[src/cbm_pkg.sv]
// Shared constants, types and helpers of the cartridge bank mapper.
package cbm_pkg;

  localparam int unsigned ROM_BYTES     = 1048576;
  localparam int unsigned BANK_BYTES    = 16384;
  localparam int unsigned SYS_RAM_BYTES = 8192;
  localparam int unsigned CART_BYTES    = 2 * BANK_BYTES;

  localparam int unsigned ROM_AW  = $clog2(ROM_BYTES);
  localparam int unsigned BANK_AW = $clog2(BANK_BYTES);
  localparam int unsigned SYS_AW  = $clog2(SYS_RAM_BYTES);
  localparam int unsigned CART_AW = $clog2(CART_BYTES);

  localparam int unsigned CMD_W   = 2;
  localparam int unsigned ADDR_W  = 16;
  localparam int unsigned OFF_W   = 20;
  localparam int unsigned DATA_W  = 8;
  localparam int unsigned PAGE_W  = 6;
  localparam int unsigned CFG_IDX_W = 1;

  typedef enum logic [CMD_W-1:0] {
    CMD_READ  = 2'd0,
    CMD_WRITE = 2'd1,
    CMD_LOAD  = 2'd2
  } cmd_e;

  localparam logic [CFG_IDX_W-1:0] CFG_ALT_MODE = 1'b0;
  localparam logic [CFG_IDX_W-1:0] CFG_ONE_MEG  = 1'b1;

  localparam logic [ADDR_W-1:0] ADDR_SLOT0     = 16'h0000;
  localparam logic [ADDR_W-1:0] ADDR_FIXED_END = 16'h0400;
  localparam logic [ADDR_W-1:0] ADDR_SLOT1     = 16'h4000;
  localparam logic [ADDR_W-1:0] ADDR_SLOT2     = 16'h8000;
  localparam logic [ADDR_W-1:0] ADDR_SYS_RAM   = 16'hC000;
  localparam logic [ADDR_W-1:0] ADDR_CTRL      = 16'hFFFC;
  localparam logic [ADDR_W-1:0] ADDR_PAGE0     = 16'hFFFD;
  localparam logic [ADDR_W-1:0] ADDR_PAGE1     = 16'hFFFE;
  localparam logic [ADDR_W-1:0] ADDR_PAGE2     = 16'hFFFF;

  localparam logic [PAGE_W-1:0] PAGE_MASK_WIDE   = 6'h3F;
  localparam logic [PAGE_W-1:0] PAGE_MASK_NARROW = 6'h1F;

  localparam logic [PAGE_W-1:0] PAGE0_RESET = PAGE_W'(0);
  localparam logic [PAGE_W-1:0] PAGE1_RESET = PAGE_W'(1);
  localparam logic [PAGE_W-1:0] PAGE2_RESET = PAGE_W'(2);

  typedef enum logic [1:0] {
    SRC_ROM,
    SRC_CART,
    SRC_SYS
  } src_e;

  // One access to the three memories, decoded from a request beat.
  typedef struct packed {
    logic              rom_we;
    logic              rom_re;
    logic [ROM_AW-1:0] rom_addr;
    logic              cart_we;
    logic              cart_re;
    logic [CART_AW-1:0] cart_addr;
    logic              sys_we;
    logic              sys_re;
    logic [SYS_AW-1:0] sys_addr;
    logic [DATA_W-1:0] wdata;
    src_e              src;
  } mem_req_t;

  // State of the power-up clearing pass.
  typedef struct packed {
    logic               active;
    logic [CART_AW-1:0] addr;
  } clr_t;

  // Linear ROM index of a page and an offset in it, wrapped to the ROM size.
  function automatic logic [ROM_AW-1:0] rom_index(logic [PAGE_W-1:0] page,
                                                  logic [BANK_AW-1:0] off);
    logic [PAGE_W+BANK_AW-1:0] lin;
    lin = {page, off};
    return ROM_AW'(lin);
  endfunction

endpackage

[src/cbm_clear.sv]
// Power-up sweep that zeroes the cartridge RAM and the system RAM.
module cbm_clear (
  input  logic          clk_i,
  input  logic          rst_ni,
  output cbm_pkg::clr_t clr_o
);

  logic [cbm_pkg::CART_AW-1:0] cnt_q, cnt_d;
  logic                        active_q, active_d;

  always_comb begin
    cnt_d    = cnt_q;
    active_d = active_q;
    if (active_q) begin
      cnt_d = cnt_q + 1'b1;
      if (&cnt_q) begin
        active_d = 1'b0;
      end
    end
  end

  always_ff @(posedge clk_i or negedge rst_ni) begin
    if (!rst_ni) begin
      cnt_q    <= '0;
      active_q <= 1'b1;
    end else begin
      cnt_q    <= cnt_d;
      active_q <= active_d;
    end
  end

  assign clr_o.active = active_q;
  assign clr_o.addr   = cnt_q;

endmodule

[config.mk]
export PLATFORM = sky130hd
export DESIGN_NAME = cbm_clear
export DESIGN_NICKNAME = d
export VERILOG_FILES = /design/src/cbm_pkg.sv /design/src/cbm_clear.sv
export SDC_FILE = /design/constraint.sdc
export NUM_CORES = 1
export LEC_CHECK = 0
export BUFFER_PORTS_ARGS = -buffer_cell sky130_fd_sc_hd__buf_4
export CAP_MARGIN = 15
export CORE_ASPECT_RATIO = 0.7
export CORE_UTILIZATION = 35
export CTS_CLUSTER_DIAMETER = 60
export DETAILED_ROUTE_END_ITERATION = 16
export GPL_ROUTABILITY_DRIVEN = 0
export GPL_TIMING_DRIVEN = 0
export PLACE_DENSITY = 0.67
export SYNTH_ARGS = -nofsm -noshare
export SYNTH_HDL_FRONTEND = slang
export SYNTH_SLANG_ARGS = --single-unit
export TNS_END_PERCENT = 10
[constraint.sdc]
create_clock -name clk_i -period 1.6 [get_ports clk_i]
set_input_delay 0.32 -clock clk_i [delete_from_list [all_inputs] [get_ports clk_i]]
set_output_delay 0.32 -clock clk_i [all_outputs]
set_load 0.1 [all_outputs]
* After elaboration in Yosys (flattened, before gate mapping)
Index checks and enable logic that the tools add are counted.
** Word-level totals
- Output and inout bits :: 16
- Register bits :: 16
- Word-level logic and storage cells :: 6
** Operators by class
- Add/subtract/negate cells :: 1
- Reductions and logical operators :: 1
- Multiplexer cells :: 2
** Operators with widths (count)
- adder 15 x 1 -> 15 bit, second input constant :: 1
- AND reduction 15 bit :: 1
- two-way mux 1 bit :: 2

* Depth between registers and ports, before layout
- Word-level depth :: 3
- Mapped depth :: 4
- Gate-level depth less buffers :: 4

* Worst setup path before layout
OpenSTA, ideal clock, no wires.
- Kind :: register to register
- Start :: reg cnt_q[0] (netlist name)
- End :: reg cnt_q[12] (netlist name)
- Slack :: -0.313 ns
- Cell stages (with the launch flop) :: 5
- Setup time :: 0.164 ns
- Path buffers :: 0
- Arrival :: 1.750 ns
- Cells stage by stage :: dfrtp_1 > ha_1 > nand2_1 > nor4_1 > xor2_1
** On the way
- Longest elaborated chain between the ends :: 1
** RTL lines
- from (decl) :: RTL line cbm_clear.sv:8 : logic [cbm_pkg::CART_AW-1:0] cnt_q, cnt_d;
- from (signal assigned) :: RTL line cbm_clear.sv:27 : cnt_q <= cnt_d;
- adder 15 x 1 -> 15 bit :: RTL line cbm_clear.sv:15 : cnt_d = cnt_q + 1'b1;
No other way between the ends.
A chain may end at the register's enable or synchronous reset.

* Worst setup path after layout
- Start :: reg active_q
- End :: out clr_o[15] (netlist name)
** RTL lines
- from (decl) :: RTL line cbm_clear.sv:9 : logic active_q, active_d;
- from (signal assigned) :: RTL line cbm_clear.sv:28 : active_q <= active_d;
- to (decl) :: RTL line cbm_clear.sv:5 : output cbm_pkg::clr_t clr_o
No word-level cell between the ends.

==> metrics.txt <==
status completed; average instance area after synthesis about 12 sq um; Comb power frac around 1.7%; Cells after Synth 61; Critical-path top delay cell dfstp_2; fraction of registers with async set/reset between 90% and 100%; Internal Power approximately 0.5 mW; DR WL/cell ~14 um; clock buffer count from CTS 3; Final #Nets 87; placed cell areas between 900 and 1000 sq um; most frequent CP cell buf_4; Yosys top cell area share about half; Worst VDD drop 0.4122 mV; fin crit share a little over nine tenths; mapped cell area approximately 730 sq um; crit-path max cell delay roughly 0.54 ns; switching part of the total roughly a fifth; core area ~1900 sq um; die area ~2300 sq um; dpl ws 0.1102 ns; grt met3 use under 10%; Hold Crit Class input pin to asynchronous set/reset pin; Setup CP Type flip-flop to output pin; clk slew on worst S/H paths around 0.09 ns; Least-Margin Pin Slew 0.3449 ns; clk root buf clkbuf_4; Reg power frac about 63%; RSZ-0062 raised after global routing no; skew final 0.002025 ns; most used routing layer met2; Hold Vio Cnt, Final 0; post-CTS setup buffer count 0; met2 Use GR 20.29%; GR Util met1 19.72%; number of global-route vias before repair 474; setup slack after layout around 0.095 ns; worst-skew pair later-pin latency roughly 0.28 ns; post-route cell area about 950 sq um; height of the chip about 40 um; antenna diode count 0; Antenna Nets Post-Route 0; total grt overflow 0; final core occ approximately 50%; gr usage total between 10% and 20%; first-pass GRT wire length between 2000 and 2500 um; max cap viols 0; Yosys Warn Count 0; Power Total ~0.64 mW; Post-synth EDFFs 0; Longest Clk Path Bufs 2; PD cells about 670 nW/um^2; die width 56.61 um; top cells by count, synth 15 x dfrtp_1, 10 x xor2_1, 6 x nand4_1; WL final approximately 1500 um; Syn Nets 64; post-DP HPWL 1046 um; Buffers on Ports 17; Initial DRT Pass Iterations 4; Synth area leader dfrtp_1; Synth cell types 18; FILL cells 170; synth top area cells dfrtp_1 51%, xor2_1 12%, nand4_1 5.1%; Worst Path Arrival approximately 1.2 ns; net switching power about 0.13 mW; final setup violation count 0; FMAX between 0.6 and 0.7 GHz; Iter 0 DRT Violations 9; CP startpoint kind flip-flop; Synth Flop Type dfrtp_1; Ports 18; CP Cell Sequence buf_4 > buf_4; H-tree depth 1; CP endpoint kind output pin; pin count of the biggest net entering global routing 17; post-synthesis sequential area ratio between 50 and 60%; Required @ worst endpoint ~1.3 ns; P_leak 0.4913 nW; share of cells above drive strength 1 about half; worst rel slew slack roughly three quarters; DR vias 560; DR vias/cell approximately 5.3; drt drc 0; Synth Register Bits 16; most common cell in the netlist dfrtp_1; CTS tree done; Initial Util 38.40%; clk sink count 16; Final Max Tran Viols 0; antenna violations before repair 0; Syn-to-layout area delta 30.65%; R2R setup slack 0.14 ns; Cell Rows 13; Crit Path Max Fanout 2; Clock power frac 34.9%; Period minus WS final between 1.5 and 2 ns
==> what timing repair did <==
action                                  in CTS  in global routing
hold buffers                                 1                  0
endpoints found under the setup margin       0                  1
hold endpoints to repair                    15                  0
gates resized for setup                      0                  2
==> cells by family (layout without fill, tap and decap cells) <==
group | after synthesis | in the layout | share of synthesized area (%)
flops | 16 | 16 | 54.97
fa+ha+maj | 1 | 1 | 1.712
buf+inv | 3 | 25 | 2.225
xor+xnor | 14 | 14 | 16.78
compound gates | 1 | 1 | 1.541
simple gates | 25 | 25 | 21.23
mux | 1 | 1 | 1.541
==> critical path: cells and delay by family (launching register included) <==
family | cells | cell delay (ns)
buffers and inverters | 2 | 0.36
DFF | 1 | 0.54
==> per-layer routing <==
layer	part of all wire (%)	routed length [um]	vias up
li1	-	-	264
met1	51	756	276
met2	41	612	18
met3	6.8	101	2
met4	0.68	10	0
met5	0	0	-
==> layout by cell type, fill, tap and decap left out <==
cell | Yosys | final
mux2_2 | 1 | 1
nand2_1 | 5 | 5
clkbuf_1 | 0 | 1
nor2_1 | 3 | 3
o41a_1 | 1 | 1
nand4_1 | 6 | 6
nor4_1 | 2 | 2
dfrtp_1 | 15 | 3
xor2_1 | 10 | 10
ha_1 | 1 | 1
inv_1 | 1 | 1
nand4_4 | 0 | 1
dfstp_2 | 1 | 1
nor4_4 | 0 | 1
xnor2_1 | 4 | 4
nand3_1 | 2 | 2
nor4_2 | 2 | 1
buf_4 | 1 | 18
buf_2 | 1 | 1
dlygate4sd3_1 | 0 | 1
clkbuf_4 | 0 | 3
nor3_1 | 3 | 3
nand4_2 | 2 | 1
dfrtp_2 | 0 | 12
==> state kept, by name (all words and copies together) (netlist names) <==
register	cells
cnt_q	15
active_q	1
==> metrics by stage <==
stage	hold WS, ns	std cells	setup TNS, ns
4_1_cts	0.4163	105	0
2_1_floorplan	0.02441	61	-0.01401
6_report	0.4170	105	0
3_5_place_dp	0.1905	100	0
5_1_grt	0.4218	105	0
3_3_place_gp	0.1868	100	0
==> worst paths after layout <==
check,endpoint,startpoint,cells past startpoint
worst max-delay path,clr_o[15],active_q,2
worst min-delay path,cnt_q[12],rst_ni,2
worst max register to register,cnt_q[12],active_q,4
worst min register to register,cnt_q[11],cnt_q[11],1
max in group asynchronous,active_q,rst_ni,2
min in group clk_i,cnt_q[11],cnt_q[11],1
==> area by class of cell <==
cell class	count	area [sq um]	area share (%)
inverters	1	3.754	0.3932
plain buffers	2	12.51	1.311
flip-flops and latches	16	416.7	43.64
well taps	22	27.53	2.883
repair buffers	18	137.6	14.42
clock buffers	4	26.28	2.752
multi-input cells	42	330.3	34.60
==> power by group through the flow <==
stage / registers [mW] / clock network, mW / logic (mW)
3_3_place_gp: 0.412 / 0 / 0.00959
2_1_floorplan: 0.412 / 0 / 0.000000156
4_1_cts: 0.404 / 0.233 / 0.0119
5_1_grt: 0.404 / 0.251 / 0.0132
6_report: 0.404 / 0.223 / 0.0111
3_5_place_dp: 0.412 / 0 / 0.00993
Power figures use the tool's default switching activity.
