### config.mk
export PLATFORM = sky130hd
export DESIGN_NAME = cbm_map
export DESIGN_NICKNAME = d
export VERILOG_FILES = /design/src/cbm_pkg.sv /design/src/cbm_map.sv
export SDC_FILE = /design/constraint.sdc
export NUM_CORES = 1
export LEC_CHECK = 0
export BUFFER_PORTS_ARGS = -buffer_cell sky130_fd_sc_hd__buf_2
export CORE_MARGIN = 5
export CORE_UTILIZATION = 43
export CTS_BUF_LIST = sky130_fd_sc_hd__clkbuf_8
export CTS_CLUSTER_SIZE = 16
export DETAILED_ROUTE_END_ITERATION = 10
export GPL_TIMING_DRIVEN = 0
export PLACE_DENSITY = 0.82
export SYNTH_ARGS = -nofsm -noshare
export SYNTH_HDL_FRONTEND = slang
export SYNTH_SLANG_ARGS = --single-unit
### constraint.sdc
create_clock -name clk_i -period 1.9 [get_ports clk_i]
set_input_delay 0.095 -clock clk_i [delete_from_list [all_inputs] [get_ports clk_i]]
set_output_delay 0.095 -clock clk_i [all_outputs]
set_load 0.01 [all_outputs]
### src/cbm_pkg.sv
// Shared constants, types and helpers of the cartridge bank mapper.
package cbm_pkg;

  localparam int unsigned ROM_BYTES     = 1048576;
  localparam int unsigned BANK_BYTES    = 16384;
  localparam int unsigned SYS_RAM_BYTES = 8192;
  localparam int unsigned CART_BYTES    = 2 * BANK_BYTES;

  localparam int unsigned ROM_AW  = $clog2(ROM_BYTES);
  localparam int unsigned BANK_AW = $clog2(BANK_BYTES);
  localparam int unsigned SYS_AW  = $clog2(SYS_RAM_BYTES);
  localparam int unsigned CART_AW = $clog2(CART_BYTES);

  localparam int unsigned CMD_W   = 2;
  localparam int unsigned ADDR_W  = 16;
  localparam int unsigned OFF_W   = 20;
  localparam int unsigned DATA_W  = 8;
  localparam int unsigned PAGE_W  = 6;
  localparam int unsigned CFG_IDX_W = 1;

  typedef enum logic [CMD_W-1:0] {
    CMD_READ  = 2'd0,
    CMD_WRITE = 2'd1,
    CMD_LOAD  = 2'd2
  } cmd_e;

  localparam logic [CFG_IDX_W-1:0] CFG_ALT_MODE = 1'b0;
  localparam logic [CFG_IDX_W-1:0] CFG_ONE_MEG  = 1'b1;

  localparam logic [ADDR_W-1:0] ADDR_SLOT0     = 16'h0000;
  localparam logic [ADDR_W-1:0] ADDR_FIXED_END = 16'h0400;
  localparam logic [ADDR_W-1:0] ADDR_SLOT1     = 16'h4000;
  localparam logic [ADDR_W-1:0] ADDR_SLOT2     = 16'h8000;
  localparam logic [ADDR_W-1:0] ADDR_SYS_RAM   = 16'hC000;
  localparam logic [ADDR_W-1:0] ADDR_CTRL      = 16'hFFFC;
  localparam logic [ADDR_W-1:0] ADDR_PAGE0     = 16'hFFFD;
  localparam logic [ADDR_W-1:0] ADDR_PAGE1     = 16'hFFFE;
  localparam logic [ADDR_W-1:0] ADDR_PAGE2     = 16'hFFFF;

  localparam logic [PAGE_W-1:0] PAGE_MASK_WIDE   = 6'h3F;
  localparam logic [PAGE_W-1:0] PAGE_MASK_NARROW = 6'h1F;

  localparam logic [PAGE_W-1:0] PAGE0_RESET = PAGE_W'(0);
  localparam logic [PAGE_W-1:0] PAGE1_RESET = PAGE_W'(1);
  localparam logic [PAGE_W-1:0] PAGE2_RESET = PAGE_W'(2);

  typedef enum logic [1:0] {
    SRC_ROM,
    SRC_CART,
    SRC_SYS
  } src_e;

  // One access to the three memories, decoded from a request beat.
  typedef struct packed {
    logic              rom_we;
    logic              rom_re;
    logic [ROM_AW-1:0] rom_addr;
    logic              cart_we;
    logic              cart_re;
    logic [CART_AW-1:0] cart_addr;
    logic              sys_we;
    logic              sys_re;
    logic [SYS_AW-1:0] sys_addr;
    logic [DATA_W-1:0] wdata;
    src_e              src;
  } mem_req_t;

  // State of the power-up clearing pass.
  typedef struct packed {
    logic               active;
    logic [CART_AW-1:0] addr;
  } clr_t;

  // Linear ROM index of a page and an offset in it, wrapped to the ROM size.
  function automatic logic [ROM_AW-1:0] rom_index(logic [PAGE_W-1:0] page,
                                                  logic [BANK_AW-1:0] off);
    logic [PAGE_W+BANK_AW-1:0] lin;
    lin = {page, off};
    return ROM_AW'(lin);
  endfunction

endpackage

### src/cbm_map.sv
// Mapper registers and the decode of a request beat into memory accesses.
module cbm_map (
  input  logic                             clk_i,
  input  logic                             rst_ni,
  input  logic                             cfg_we_i,
  input  logic [cbm_pkg::CFG_IDX_W-1:0]    cfg_index_i,
  input  logic                             cfg_data_i,
  input  logic                             beat_i,
  input  logic [cbm_pkg::CMD_W-1:0]        command_i,
  input  logic [cbm_pkg::ADDR_W-1:0]       cpu_address_i,
  input  logic [cbm_pkg::OFF_W-1:0]        rom_offset_i,
  input  logic [cbm_pkg::DATA_W-1:0]       write_data_i,
  output cbm_pkg::mem_req_t                req_o
);

  logic                        alt_mode_q, alt_mode_d;
  logic                        one_meg_q, one_meg_d;
  logic [cbm_pkg::PAGE_W-1:0]  page0_q, page0_d;
  logic [cbm_pkg::PAGE_W-1:0]  page1_q, page1_d;
  logic [cbm_pkg::PAGE_W-1:0]  page2_q, page2_d;
  logic                        lock_q, lock_d;
  logic                        ram_en_q, ram_en_d;
  logic                        ram_bank_q, ram_bank_d;

  logic                        is_read;
  logic                        is_write;
  logic                        is_load;
  logic [cbm_pkg::BANK_AW-1:0] bank_off;
  logic [cbm_pkg::PAGE_W-1:0]  std_page;
  logic [cbm_pkg::PAGE_W-1:0]  alt_page;

  assign is_read  = beat_i && (command_i == cbm_pkg::CMD_READ);
  assign is_write = beat_i && (command_i == cbm_pkg::CMD_WRITE);
  assign is_load  = beat_i && (command_i == cbm_pkg::CMD_LOAD);
  assign bank_off = cpu_address_i[cbm_pkg::BANK_AW-1:0];
  assign std_page = write_data_i[cbm_pkg::PAGE_W-1:0]
                    & (one_meg_q ? cbm_pkg::PAGE_MASK_WIDE : cbm_pkg::PAGE_MASK_NARROW);
  assign alt_page = write_data_i[cbm_pkg::PAGE_W-1:0] & cbm_pkg::PAGE_MASK_NARROW;

  // Memory access decode; reads see the mapper registers as they were before this beat.
  always_comb begin
    req_o          = '0;
    req_o.src      = cbm_pkg::SRC_ROM;
    req_o.wdata    = write_data_i;
    req_o.sys_addr = cpu_address_i[cbm_pkg::SYS_AW-1:0];
    req_o.cart_addr = {ram_bank_q, bank_off};
    if (is_load) begin
      req_o.rom_we   = 1'b1;
      req_o.rom_addr = cbm_pkg::ROM_AW'(rom_offset_i);
    end else if (cpu_address_i >= cbm_pkg::ADDR_SYS_RAM) begin
      req_o.sys_re = is_read;
      req_o.sys_we = is_write;
      req_o.src    = cbm_pkg::SRC_SYS;
    end else if (cpu_address_i >= cbm_pkg::ADDR_SLOT2) begin
      if (ram_en_q) begin
        req_o.cart_re = is_read;
        req_o.cart_we = is_write;
        req_o.src     = cbm_pkg::SRC_CART;
      end else begin
        req_o.rom_re   = is_read;
        req_o.rom_addr = cbm_pkg::rom_index(page2_q, bank_off);
      end
    end else if (cpu_address_i >= cbm_pkg::ADDR_SLOT1) begin
      req_o.rom_re   = is_read;
      req_o.rom_addr = cbm_pkg::rom_index(page1_q, bank_off);
    end else if (!alt_mode_q && (cpu_address_i < cbm_pkg::ADDR_FIXED_END)) begin
      req_o.rom_re   = is_read;
      req_o.rom_addr = cbm_pkg::rom_index('0, bank_off);
    end else begin
      req_o.rom_re   = is_read;
      req_o.rom_addr = cbm_pkg::rom_index(page0_q, bank_off);
    end
  end

  always_comb begin
    alt_mode_d = alt_mode_q;
    one_meg_d  = one_meg_q;
    page0_d    = page0_q;
    page1_d    = page1_q;
    page2_d    = page2_q;
    lock_d     = lock_q;
    ram_en_d   = ram_en_q;
    ram_bank_d = ram_bank_q;
    if (cfg_we_i) begin
      case (cfg_index_i)
        cbm_pkg::CFG_ALT_MODE: alt_mode_d = cfg_data_i;
        cbm_pkg::CFG_ONE_MEG:  one_meg_d  = cfg_data_i;
        default: ;
      endcase
    end
    if (is_write) begin
      if (alt_mode_q) begin
        case (cpu_address_i)
          cbm_pkg::ADDR_SLOT0: page0_d = alt_page;
          cbm_pkg::ADDR_SLOT1: page1_d = alt_page;
          cbm_pkg::ADDR_SLOT2: page2_d = alt_page;
          default: ;
        endcase
      end
      if (cpu_address_i == cbm_pkg::ADDR_CTRL) begin
        lock_d = write_data_i[3];
      end
      if (!alt_mode_q) begin
        case (cpu_address_i)
          cbm_pkg::ADDR_CTRL: begin
            ram_en_d   = write_data_i[3];
            ram_bank_d = write_data_i[3] & write_data_i[2];
          end
          cbm_pkg::ADDR_PAGE0: page0_d = std_page;
          cbm_pkg::ADDR_PAGE1: page1_d = std_page;
          cbm_pkg::ADDR_PAGE2: begin
            // Slot two paging is frozen while the control byte enables RAM.
            if (!lock_q) begin
              page2_d = std_page;
            end
          end
          default: ;
        endcase
      end
    end
  end

  always_ff @(posedge clk_i or negedge rst_ni) begin
    if (!rst_ni) begin
      alt_mode_q <= 1'b0;
      one_meg_q  <= 1'b0;
      page0_q    <= cbm_pkg::PAGE0_RESET;
      page1_q    <= cbm_pkg::PAGE1_RESET;
      page2_q    <= cbm_pkg::PAGE2_RESET;
      lock_q     <= 1'b0;
      ram_en_q   <= 1'b0;
      ram_bank_q <= 1'b0;
    end else begin
      alt_mode_q <= alt_mode_d;
      one_meg_q  <= one_meg_d;
      page0_q    <= page0_d;
      page1_q    <= page1_d;
      page2_q    <= page2_d;
      lock_q     <= lock_d;
      ram_en_q   <= ram_en_d;
      ram_bank_q <= ram_bank_d;
    end
  end

endmodule

After elaboration in Yosys (flattened, before gate mapping)
Cells that the tools add are included.
{ "word_totals": {"register_bits": 23, "elab_cells": 66} }
{ "classes": {"n_eq_ne": 8, "muxes": 31, "order_cmp": 4, "n_reduce_logical": 11, "bitwise_logic": 4} }
{ "ops": {"columns": ["op", "count"], "rows": [
  ["$mux 6", 14],
  ["$eq 16x16->1 const B", 5],
  ["$mux 20", 3],
  ["$mux 21", 2],
  ["$ge 16x16->1 const B", 2],
  ["$mux 23", 1],
  ["$eq 16x15->1 const B", 1],
  ["$ge 16x15->1 const B", 1],
  ["$logic_not 16->1", 1],
  ["$lt 16x11->1 const B", 1],
  ["$mux 2", 7],
  ["$and 6x6->6", 1],
  ["$reduce_and 2->1", 3],
  ["$logic_and 1x1->1", 4],
  ["$mux 1", 4],
  ["$reduce_and 3->1", 1],
  ["$eq 2x1->1 const B", 1],
  ["$eq 2x2->1 const B", 1],
  ["$logic_not 2->1", 1],
  ["$not 1->1", 2],
  ["$and 1x1->1", 1],
  ["$logic_not 1->1", 1]
]} }

Logic depth before layout (Yosys ltp)
{ "depth": {"depth_word": 7, "depth_mapped": 6, "ltp_nobuf": 4} }

Least setup slack after synthesis
Ideal clock, no wire load.
{ "synth_timing": {"kind": "reg-to-reg", "start": "reg alt_mode_q", "end": "reg page1_q[1] (netlist name)", "setup_ns": 0.125, "arrival_ns": 1.421, "synth_period_minus_slack_ns": 1.546, "path_stages_with_launch": 5, "path_buffers": 0, "path_slack_ns": 0.354, "cell_sequence": "dfrtp_1 nor4b_1 and4_1 a32oi_2 mux2_2"} }
{ "synth_via": {"elab_chain_len": 3} }
{ "synth_rtl": {"columns": ["item", "line_no", "text"], "rows": [
  ["start, declared", "cbm_map.sv:16", "logic alt_mode_q, alt_mode_d;"],
  ["start signal, assigned", "cbm_map.sv:134", "alt_mode_q <= alt_mode_d;"],
  ["$mux 6", "cbm_map.sv:92", "if (alt_mode_q) begin"],
  ["$mux 6", "cbm_map.sv:104", "case (cpu_address_i)"],
  ["$mux 6 (*)", "cbm_map.sv:103", "if (!alt_mode_q) begin"],
  ["end signal, assigned", "cbm_map.sv:128", "page1_q <= cbm_pkg::PAGE1_RESET;"],
  ["end signal, assigned", "cbm_map.sv:137", "page1_q <= page1_d;"],
  ["end, declared", "cbm_map.sv:19", "logic [cbm_pkg::PAGE_W-1:0] page1_q, page1_d;"]
]} }
Mark *: on every way between the ends. The rest lies on a longest branch, timed or not.
A chain may end at the register's enable or synchronous reset.

==> out/results.md <==
## Detailed routing
* 0 — detailed-route DRC error count
* 599 microns — detailed-routed wire length on met3
* 5.233 — vias per std cell
* 2096 microns — sum of routed wire segments on met1
* 49 — DRC violation total after the first TritonRoute iteration
* 15.48 microns — post-DR wirelength/cell
* 1821 — via count of the routed design
* 2584 microns — total met2 wirelength after detailed routing
* met4 — top layer in use
* 4 — Pre-antenna DRT Iters
* 5388 microns — Post-Route WL
* 0 — residual antenna-violating net count after detailed routing

## Worst setup path
* or2_2 > a21oi_4 > buf_4 > a22o_1 > buf_2 — sequence of cells on the critical path
* output port — type of element capturing the critical path
* register — type of origin of the critical path
* 410 ps — delay of the slowest critical-path stage
* reg -> out — kind of critical path
* 1700 ps — Arrival @ worst endpoint
* 1800 ps — CP required
* 2 — critical path buffer and inverter count
* flip-flops — critical path's top delay family
* 10 — maximum net fanout on the critical path
* sky130_fd_sc_hd__dfrtp_1 — Critical Path Slowest Stage Cell

## Synth
* 36 — number of unique standard cell types used by synthesis
* 232 — post-synthesis net count
* sky130_fd_sc_hd__dfrtp_1 — Top FF cell, synth
* 100.0% — share of async-settable or async-resettable flops after synthesis
* 33.43% — part of the Yosys area used for sequential elements
* 0 — number of enable flip-flop cells after synthesis
* 180 — synthesized instance count
* 0 — YS warnings
* 9.606 sq um — mean cell area of the mapped netlist
* 0.001729 sq mm — summed instance area of the synthesized netlist
* 23 — register bit total from synthesis

## Finish
* 348 — count of placed standard cells in the final layout, fillers left out
* 351 — NumNets Final
* 41.10% — growth of design area from synthesis to finish
* 62.75% — fraction of final layout cells sized beyond drive strength 1
* 0 — Diodes inserted

## Floorplanning
* 73.42 microns — die width
* 73.42 microns — chip height
* 0.003943 sq mm — area of the placeable core
* 23 — number of rows in the core area
* 116 — number of top-level pins
* 0.005390 sq mm — die outline area
* 43.86% — effective utilization at floorplan

## Clock network
* sky130_fd_sc_hd__clkbuf_8 — cell chosen for the clock root
* built — clock tree from TritonCTS
* 90 ps — Clock Pin Slew Worst Setup and Hold Paths
* 1 — H-tree levels
* 23 — clk sinks
* 2 — maximum clock insertion buffer count
* 270 ps — worst-skew pair later-pin latency
* 0 — setup bufs post-CTS
* 3 — total clock buffers created by CTS

## Placed design
* 113 — number of I/O port buffers
* 0.8618 — final RePlAce weighted congestion
* 343 — Inst Count DP
* 4351 microns — DP Wirelength
* 128.1 ps — minimum setup slack after placement

## Timing
* 109.5 ps — min setup slack post-route
* 0 — max-slew violation total from the final report
* 94.24% — fin crit share
* 0 — Final Hold Vio Count
* 4.988 ps — maximum clock skew at final layout
* false — unrepaired setup endpoints after global routing
* 0 — setup violation total in the final timing report
* 57.82% — Rel. slew slack
* 1791 ps — post-layout minimum cycle time
* 0 ps — sum of negative setup slack
* 558.5 MHz — achievable clock frequency
* 626.9 ps — actual transition at the worst max-transition pin
* 75.88 ps — worst-case hold slack

## Global route
* 0 — GRT Residual Overflow
* 24 — largest net degree at the start of global routing
* 0 — antenna violations before repair
* 19.46% — all-layer global routing usage
* 1779 — number of global-route vias before repair
* 8390 microns — first-pass GRT wire length

## Min path
* in -> reg — min-delay worst type

## Run status
* complete, no violations — run status

## Power
* 1.365 nW — leakage power summed over all cells
* 0.4169 mV — IR drop worst, VDD
* 487.0 mW/mm^2 — cell area power density

## Flow run
* 0 — reported max-cap violation count

-- sequential cells by signal, summed over array words and instances (netlist names) --
name / flops
lock_q: 1
page1_q: 6
page2_q: 6
page0_q: 6
ram_en_q: 1
alt_mode_q: 1
ram_bank_q: 1
one_meg_q: 1
-- metrics by stage --
step           area [sq um]  power (mW)  util, %
2_1_floorplan          1729      0.7000        -
3_3_place_gp           2357      0.8767    59.79
3_5_place_dp           2357      0.8814    59.79
4_1_cts                2424       1.186    61.47
5_1_grt                2440       1.245    61.89
6_report               2440       1.188    61.89
-- layout by cell type (no fill, tap or decap), types with 2 or more instances in the layout --
cell / n
sky130_fd_sc_hd__a21oi_1: 8
sky130_fd_sc_hd__a21oi_4: 2
sky130_fd_sc_hd__a221oi_1: 6
sky130_fd_sc_hd__a22o_1: 14
sky130_fd_sc_hd__a32oi_2: 2
sky130_fd_sc_hd__buf_2: 113
sky130_fd_sc_hd__buf_4: 38
sky130_fd_sc_hd__clkbuf_1: 3
sky130_fd_sc_hd__clkbuf_8: 3
sky130_fd_sc_hd__dfrtp_1: 21
sky130_fd_sc_hd__dfstp_2: 2
sky130_fd_sc_hd__inv_1: 5
sky130_fd_sc_hd__mux2_2: 18
sky130_fd_sc_hd__nand2_1: 12
sky130_fd_sc_hd__nand3_1: 3
sky130_fd_sc_hd__nand4_1: 3
sky130_fd_sc_hd__nor2_1: 11
sky130_fd_sc_hd__nor3_1: 2
sky130_fd_sc_hd__nor3b_1: 2
sky130_fd_sc_hd__nor4_1: 3
sky130_fd_sc_hd__nor4b_1: 2
sky130_fd_sc_hd__o31ai_1: 6
-- final cells by class --
type | count | area (sq um)
clock inverter | 1 | 5.005
inverter | 5 | 18.77
multi-input combinational | 109 | 853.3
timing repair buffer | 114 | 575.6
tap | 50 | 62.56
buffer | 43 | 305.3
fill | 378 | 1503
sequential | 23 | 578.1
clock buffer | 3 | 41.29
-- what timing repair did --
item / in CTS / in global routing
pin swaps: 0 / 0
resized for setup: 3 / 3
setup endpoints to repair: 16 / 11
endpoints found under the hold margin: 21 / 0
hold buffers: 1 / 0
-- path summary, 6_finish.rpt --
path                                         from                      to  slack [ps]  cells past startpoint
hold / removal                         cfg_data_i   one_meg_q$_DFFE_PN0P_          80                      2
setup reg to reg           alt_mode_q$_DFFE_PN0P_  page0_q[0]$_DFFE_PN0N_         130                      4
hold reg to reg                lock_q$_DFFE_PN0P_      lock_q$_DFFE_PN0P_         500                      1
max in group asynchronous                  rst_ni  page1_q[0]$_DFFE_PN1N_        1200                      2
min in group asynchronous                  rst_ni  page2_q[4]$_DFFE_PN0N_         330                      2
setup / recovery             ram_en_q$_DFFE_PN0P_               req_o[53]         110                      5
-- worst register-to-register path, cell delays in order (launching register included) --
cell                      delay, ps
sky130_fd_sc_hd__dfrtp_1        440
sky130_fd_sc_hd__nor4b_1        160
sky130_fd_sc_hd__and4_1         250
sky130_fd_sc_hd__a32oi_2        420
sky130_fd_sc_hd__mux2_2         390
-- metal layers --
metal  track usage, %  up-vias
met5                0        -
met1            24.40      844
met4            4.628        0
met3            3.010       10
met2            34.86       95
li1                 -      872
-- kinds of logic (layout without fill, tap and decap cells) --
| kind of cell | count (synthesis) | after routing | synth area share (%) |
|---|---|---|---|
| mux | 19 | 19 | 12.30 |
| compound gates | 43 | 43 | 20.04 |
| simple gates | 47 | 47 | 15.70 |
| flops | 23 | 23 | 33.43 |
| buf+inv | 48 | 166 | 18.52 |
-- synthesized netlist by cell type (5+ instances only) --
master	instances	area, sq um
sky130_fd_sc_hd__a21oi_1	10	50.05
sky130_fd_sc_hd__a221oi_1	6	52.55
sky130_fd_sc_hd__a22o_1	14	122.6
sky130_fd_sc_hd__buf_4	37	277.8
sky130_fd_sc_hd__dfrtp_1	21	525.5
sky130_fd_sc_hd__inv_1	5	18.77
sky130_fd_sc_hd__mux2_2	18	202.7
sky130_fd_sc_hd__nand2_1	12	45.04
sky130_fd_sc_hd__nor2_1	11	41.29
sky130_fd_sc_hd__o31ai_1	6	45.04
-- power by group --
| group | total, mW | internal [mW] | switching, mW |
|---|---|---|---|
| clock network | 0.310 | 0.147 | 0.163 |
| registers | 0.501 | 0.495 | 0.00547 |
| logic | 0.378 | 0.185 | 0.193 |
Power figures use the tool's default switching activity.
